**src/design/dlt_pkg.sv**
```systemverilog
// ---------------------------------------------------------------------------
// dlt_pkg: shared types and constants of the DHCP lease timer
// Request, result and record layouts, request and state codes, register
// indexes and reset values.
// ---------------------------------------------------------------------------
package dlt_pkg;

  // Request codes
  localparam logic [2:0] REQ_CLEAR   = 3'd0;
  localparam logic [2:0] REQ_BEGIN   = 3'd1;
  localparam logic [2:0] REQ_LEASE   = 3'd2;
  localparam logic [2:0] REQ_ATTEMPT = 3'd3;
  localparam logic [2:0] REQ_FAILURE = 3'd4;
  localparam logic [2:0] REQ_MANUAL  = 3'd5;

  // Address modes
  localparam logic [1:0] MODE_NONE   = 2'd0;
  localparam logic [1:0] MODE_DHCP   = 2'd1;
  localparam logic [1:0] MODE_MANUAL = 2'd2;

  // Lease states
  localparam logic [2:0] LST_NONE      = 3'd0;
  localparam logic [2:0] LST_ACQUIRING = 3'd1;
  localparam logic [2:0] LST_BOUND     = 3'd2;
  localparam logic [2:0] LST_RENEWING  = 3'd3;
  localparam logic [2:0] LST_REBINDING = 3'd4;

  // Configuration registers
  localparam int unsigned CFG_IDX_W = 1;
  localparam logic [CFG_IDX_W-1:0] CFG_RETRY_INITIAL = 1'd0;
  localparam logic [CFG_IDX_W-1:0] CFG_RETRY_CAP     = 1'd1;
  localparam logic [15:0] RETRY_INITIAL_RST = 16'd1000;
  localparam logic [15:0] RETRY_CAP_RST     = 16'd4000;

  localparam logic [31:0] MIN_LEASE_SECS = 32'd3;
  localparam logic [7:0]  MAX_PREFIX     = 8'd32;

  typedef struct packed {
    logic [2:0]  req_type;
    logic [63:0] now_ms;
    logic [31:0] host_address;
    logic [31:0] offered_netmask;
    logic [7:0]  manual_prefix;
    logic [31:0] gateway_address;
    logic [31:0] dns_address;
    logic [31:0] lease_secs;
    logic [31:0] renew_secs;
    logic [31:0] rebind_secs;
    logic        is_rebinding;
  } req_t;

  typedef struct packed {
    logic        accepted;
    logic [1:0]  mode_now;
    logic [2:0]  lease_state;
    logic        is_configured;
    logic [31:0] netmask_out;
    logic [5:0]  prefix_out;
    logic [63:0] renew_deadline;
    logic [63:0] rebind_deadline;
    logic [63:0] expiry_deadline;
    logic [63:0] retry_deadline;
    logic [15:0] retry_delay;
  } res_t;

  // Checked and normalized lease terms plus the manual setting
  typedef struct packed {
    logic        lease_ok;
    logic [31:0] t1_secs;
    logic [31:0] t2_secs;
    logic [5:0]  mask_prefix;
    logic        manual_ok;
    logic [31:0] manual_mask;
    logic [5:0]  manual_prefix;
  } norm_t;

  // Lease durations in milliseconds
  typedef struct packed {
    logic [63:0] lease_ms;
    logic [63:0] t1_ms;
    logic [63:0] t2_ms;
  } dur_t;

  typedef struct packed {
    logic [1:0]  mode;
    logic [2:0]  lease_state;
    logic        configured;
    logic [31:0] netmask;
    logic [5:0]  prefix;
    logic [63:0] renew_dl;
    logic [63:0] rebind_dl;
    logic [63:0] expiry_dl;
    logic [63:0] retry_dl;
    logic [15:0] retry_delay;
  } rec_t;

endpackage

```
**src/design/dlt_lease_norm.sv**
```systemverilog
// ---------------------------------------------------------------------------
// dlt_lease_norm: lease and manual request checks
// Validates address and netmask, normalizes T1/T2 against the lease and
// prepares the manual netmask.
// ---------------------------------------------------------------------------
module dlt_lease_norm (
  input  dlt_pkg::req_t  req_i,
  output dlt_pkg::norm_t norm_o
);

  logic [31:0] inv_mask;
  logic        mask_ok;
  logic [31:0] lease;
  logic [34:0] lease_x7;
  logic [31:0] t1_a, t2_a, t1_b, t2_b, t2_c;
  logic        addr_ok;

  assign lease    = req_i.lease_secs;
  assign inv_mask = ~req_i.offered_netmask;
  // Contiguous ones from the top: the inverted mask is of the form 0..01..1
  assign mask_ok  = ((inv_mask & (inv_mask + 32'd1)) == 32'd0);
  assign addr_ok  = (req_i.host_address != 32'd0);
  assign lease_x7 = {lease, 3'b000} - {3'b000, lease};

  always_comb begin
    t1_a = (req_i.renew_secs == 32'd0) ? (lease >> 1) : req_i.renew_secs;
    t2_a = (req_i.rebind_secs == 32'd0) ? lease_x7[34:3] : req_i.rebind_secs;
    t1_b = (t1_a == 32'd0) ? 32'd1 : t1_a;
    t2_b = (t2_a <= t1_b) ? (t1_b + 32'd1) : t2_a;
    t2_c = (t2_b >= lease) ? (lease - 32'd1) : t2_b;
  end

  always_comb begin
    norm_o.lease_ok    = addr_ok && mask_ok && (lease >= dlt_pkg::MIN_LEASE_SECS) &&
                         (t1_b < t2_c) && (t2_c < lease);
    norm_o.t1_secs     = t1_b;
    norm_o.t2_secs     = t2_c;
    norm_o.mask_prefix = 6'($countones(req_i.offered_netmask));
    norm_o.manual_ok   = (req_i.manual_prefix <= dlt_pkg::MAX_PREFIX) && addr_ok &&
                         (req_i.gateway_address != 32'd0) &&
                         (req_i.dns_address != 32'd0);
    norm_o.manual_mask   = ~(32'hFFFF_FFFF >> req_i.manual_prefix[5:0]);
    norm_o.manual_prefix = req_i.manual_prefix[5:0];
  end

endmodule

```
**config.mk**
```make
export PLATFORM = sky130hd
export DESIGN_NAME = dlt_lease_norm
export DESIGN_NICKNAME = d
export VERILOG_FILES = /design/src/design/dlt_pkg.sv /design/src/design/dlt_lease_norm.sv
export SDC_FILE = /design/constraint.sdc
export NUM_CORES = 1
export LEC_CHECK = 0
export ABC_AREA = 1
export ABC_CLOCK_PERIOD_IN_PS = 7300
export BUFFER_PORTS_ARGS = -buffer_cell sky130_fd_sc_hd__buf_2
export CORE_AREA = 2 2 162 164
export DETAILED_ROUTE_END_ITERATION = 16
export DIE_AREA = 0 0 164 166
export GPL_ROUTABILITY_DRIVEN = 0
export MAX_ROUTING_LAYER = met4
export PLACE_DENSITY = 0.66
export SLEW_MARGIN = 10
export SYNTH_ARGS = -nofsm -noshare
export SYNTH_HDL_FRONTEND = slang
export SYNTH_SLANG_ARGS = --single-unit
```
**constraint.sdc**
```tcl
create_clock -name vclk -period 7.3
set_clock_uncertainty 0.2 [all_clocks]
set_input_delay 0 -clock vclk [all_inputs]
set_output_delay 0 -clock vclk [all_outputs]
set_load 0.02 [all_outputs]
```
After elaboration in Yosys (flattened, before gate mapping)
Index checks and enable logic that the tools add are counted.
{"block": "totals", "reg_bits": 0, "in_bits": 300, "elab_cells": 64}
{"block": "classes", "shift": 1, "mux": 5, "addsub": 35, "reduce_logical": 14, "n_lt_le_gt_ge": 6, "n_bitwise": 3}
{"op": "$mux 32", "count": 5}
{"op": "$logic_not 32->1", "count": 4}
{"op": "$reduce_bool 32->1", "count": 3}
{"op": "$add 32x1->32 const B", "count": 2}
{"op": "$lt 32x32->1", "count": 2}
{"op": "$not 32->32", "count": 2}
{"op": "$sub 35x32->35", "count": 1}
{"op": "$add 1x1->2", "count": 16}
{"op": "$and 32x32->32", "count": 1}
{"op": "$ge 32x2->1 const B", "count": 1}
{"op": "$ge 32x32->1", "count": 1}
{"op": "$le 32x32->1", "count": 1}
{"op": "$shr 32x6->32 const A", "count": 1}
{"op": "$sub 32x1->32 const B", "count": 1}
{"op": "$add 2x2->3", "count": 8}
{"op": "$add 3x3->4", "count": 4}
{"op": "$add 4x4->5", "count": 2}
{"op": "$le 8x6->1 const B", "count": 1}
{"op": "$logic_and 1x1->1", "count": 7}
{"op": "$add 5x5->6", "count": 1}

Depth between registers and ports, before layout
{"block": "depth", "ltp_word": 11, "depth_mapped": 65}

Least setup slack after synthesis
Ideal clock, no wire load.
{"block": "synth_timing", "path_kind": "input -> output", "startpoint": "input req_i[69] (netlist bit)", "endpoint": "output norm_o[109] (netlist bit)", "path_slack_ns": -0.283, "path_stages": 55, "arrival_time_ns": 7.383, "t_required_ns": 7.100, "cell_sequence": "inv_1 > ha_1 > nand2_1 > o211ai_1 > nand2_1 > o21bai_1 > a21boi_1 > o21ai_1 > a21boi_1 > o21ai_1 > nand2_1 > inv_1 > o21ai_0 > nand2_1 > nand2_1 > nand2_1 > inv_1 > ha_1 > [19 not listed] > clkbuf_1 > clkbuf_1 > nand3_1 > o21ai_1 > inv_1 > ha_1 > nand2_1 > inv_1 > nand3_1 > nand2_1 > nor4_1 > nor4b_1 > nand3_1 > a221oi_1 > nand4_1 > nor2_1 > nand2_1 > nor2_1"}
{"item": "start, declared", "line_no": "dlt_lease_norm.sv:7", "rtl": "input dlt_pkg::req_t req_i,"}
{"item": "end, declared", "line_no": "dlt_lease_norm.sv:8", "rtl": "output dlt_pkg::norm_t norm_o"}

==> impl_summary.md <==
Floorplanning
The vertical die dimension is 166 µm. The overall die area is 27,220 µm². The core area is 25,620 µm².

410 I/O pins were placed. Row generation in the floorplan step produced approximately 60 rows. For this configuration, the core starts out at a cell density of between 30% and 40%. The die is 164 µm wide.

Detailed routing
The total number of vias is 14,670. After detailed routing, the average wire length per cell comes to 17.25 µm. Summed over all layers, the routed wires come to approximately 48,000 µm. The residual DRC count is 0.

After detailed routing, the number of vias per cell comes to 5.292. The length of the first detailed-routing pass in iterations is 6. Once detail routing completed, the nets flagged for antenna violations numbered 0. After the first detailed-routing iteration, the DRC count stood at 1,474.

Global route
The number of global-route vias before repair is 14,030. The global-route wire length before repair is 68,840 µm. The number of antenna violations at the first check in global routing was 6.

Global routing used 32.60% of the available tracks. Entering global routing, the biggest net connects 17 pins. For this run the aggregate overflow at the end of global routing stands at 0.

Finish
The post-layout net count is 2,926. The fraction of layout instances using a drive strength above 1 is 41.04%. The layout-stage area growth over the synthesis result is 66.16%. The sequential cells in the finished layout cover a total of 0 µm². The multi-input combinational cell area is around 9300 µm². The layout filler cell count is 2,295. The number of sequential storage elements is 0. The layout clock buffer count is 0.

Outcome
The run finished, with violations left. The checks that failed: setup timing.

Yosys
Ranked by total cell area, the synthesized netlist is headed by ha_1 22%, nand2_1 15%, inv_1 11%, nor2_1 8.1%, a21oi_1 5.6%. The dominant cell by count in the synthesized netlist is nand2_1. The top cell type by area accounts for 21.84% of the synthesized area. The biggest area contributor in the post-synthesis netlist is ha_1. The number of distinct standard cells referenced by the synthesized netlist is 57. After technology mapping, the gate count stands at between 1,500 and 2,000. The total of warnings raised by yosys is 0. The synthesized area per cell is 5.713 µm². The commonest cells after synthesis are 389 x nand2_1, 278 x inv_1, 207 x nor2_1.

The sequential element share of the synthesized area is 0%. The synthesized netlist net count is 2,177. After synthesis the cells add up to 9627 µm².

STA
The relative slew slack is 56.87%. The minimum clock period is 7988 ps. The total count of max-transition violations in the final report was 0.

The highest achievable clock rate is between 100 and 150 MHz. The final setup slack of the worst path is -687.6 ps. Setup repair after global routing could not meet its margin everywhere. The worst hold margin is around 51 ps. The worst path uses 109.4% of the clock period. The pin slew with the least headroom to its limit is between 600 and 700 ps.

Setup violations remaining at the end of the flow were counted as 1. The post-route setup TNS is -687.6 ps. The final hold violation count is 0.

Worst setup path
At the worst endpoint, the required time is 7100 ps. The worst setup path startpoint is req_i[70]. The kind of critical path is in -> out. The capturing element type of the critical path is an output pin.

The most numerous cell type found on the critical path is nand2_2. The startpoint type of the worst setup path is a primary input. On the worst path, the slowest cell contributes a delay of 320 ps. The worst endpoint data arrival time is just under 8000 ps.

In this run the worst path has a maximum fanout of 7. The slowest library cell on the worst path is or2_2.

Power
The static power due to leakage is 8.772 nW. The power per unit of standard cell area is between 100 and 150 nW/µm². VDD sags by at most around 0.00053 V.

Run
Across the run, the number of max-cap violations was 0.

Min path
The critical hold path startpoint is req_i[165]. The tightest min-delay check is of the in -> out type.

Placement
The count of buffers added on input and output ports is 342. The placed wire-length estimate is 39,970 µm. The worst slack at placement is -1560 ps.
[worst max-delay path: cells and delay by family]
family | cells | cell delay [ps]
adder cells (fa/ha/maj) | 4 | 950
buffers and inverters | 10 | 1350
AO/OA/AOI/OAI | 14 | 2010
AND/OR/NAND/NOR | 26 | 3480
[layout by cell type (no fill, tap or decap), types with 7 or more instances in the layout]
master,netlist,layout
a31oi_1,15,12
nand2_4,1,9
ha_4,0,23
nor2_1,207,194
xor2_1,50,49
or2_2,18,18
nand4_1,32,32
nand3_2,3,9
o21ai_0,100,77
nor2_4,2,8
o21ai_2,3,18
fa_1,24,24
a21oi_2,8,23
nor4_1,39,35
nand2_1,389,351
o21ai_1,16,21
buf_6,0,8
nand2_2,7,37
nor3_1,32,31
buf_12,1,10
buf_2,1,340
inv_1,278,265
a21oi_1,107,91
xnor2_1,10,8
ha_1,168,144
nor2_2,2,10
nand3_1,69,61
buf_4,9,416
inv_2,8,18
a211oi_1,9,7
[worst paths after layout]
| check | to | slack (ps) | depth (start not counted) |
|---|---|---|---|
| max | norm_o[109] | -690 | 54 |
| min | norm_o[4] | 50 | 2 |
[cell type report]
| class | instances | share of cell area (%) |
|---|---|---|
| repair buffers | 778 | 32.42 |
| multi-input cells | 1367 | 58.06 |
| diodes | 6 | 0.09387 |
| inverters | 287 | 6.805 |
| well taps | 335 | 2.620 |
[kinds of logic after synthesis]
family	after synthesis	synth area share [%]
and+or+nand+nor	815	37.03
buffers and inverters	319	12.97
AOI/OAI and AO/OA	299	17.72
adders and majority gates	192	26.83
xor gates and xnor gates	60	5.459
[where the power goes]
group	total, W	internal [W]	switching (W)
logic	0.00229	0.000991	0.00130
clock network	0.000000000110	0.000000000110	0
registers	0	0	0
total	0.00229	0.000991	0.00130
[metal layers]
layer | vias to the layer above | wire [µm] | global-route usage (%)
li1 | 7057 | - | -
met1 | 6645 | 17440 | 37.18
met2 | 799 | 23570 | 56.87
met3 | 173 | 4155 | 3.372
met4 | 0 | 2673 | 15.10
met5 | - | 0 | -
[metrics by stage]
step	power, W	std cells	instance area (µm²)	utilization (%)
6_report	0.002290	2773	16000	62.44
4_1_cts	0.002133	2746	14980	58.49
2_1_floorplan	0.001203	1685	9637	-
3_3_place_gp	0.002031	2736	14720	57.46
5_1_grt	0.002515	2773	16000	62.44
3_5_place_dp	0.002074	2736	14720	57.46
[what timing repair did]
action / in CTS / in global routing
pin swaps: 12 / 91
hold buffers: 0 / 0
setup endpoints to repair: 1 / 1
setup buffers: 9 / 20
resized for setup: 57 / 178
gates cloned: 1 / 2
(Power assumes the default switching activity.)
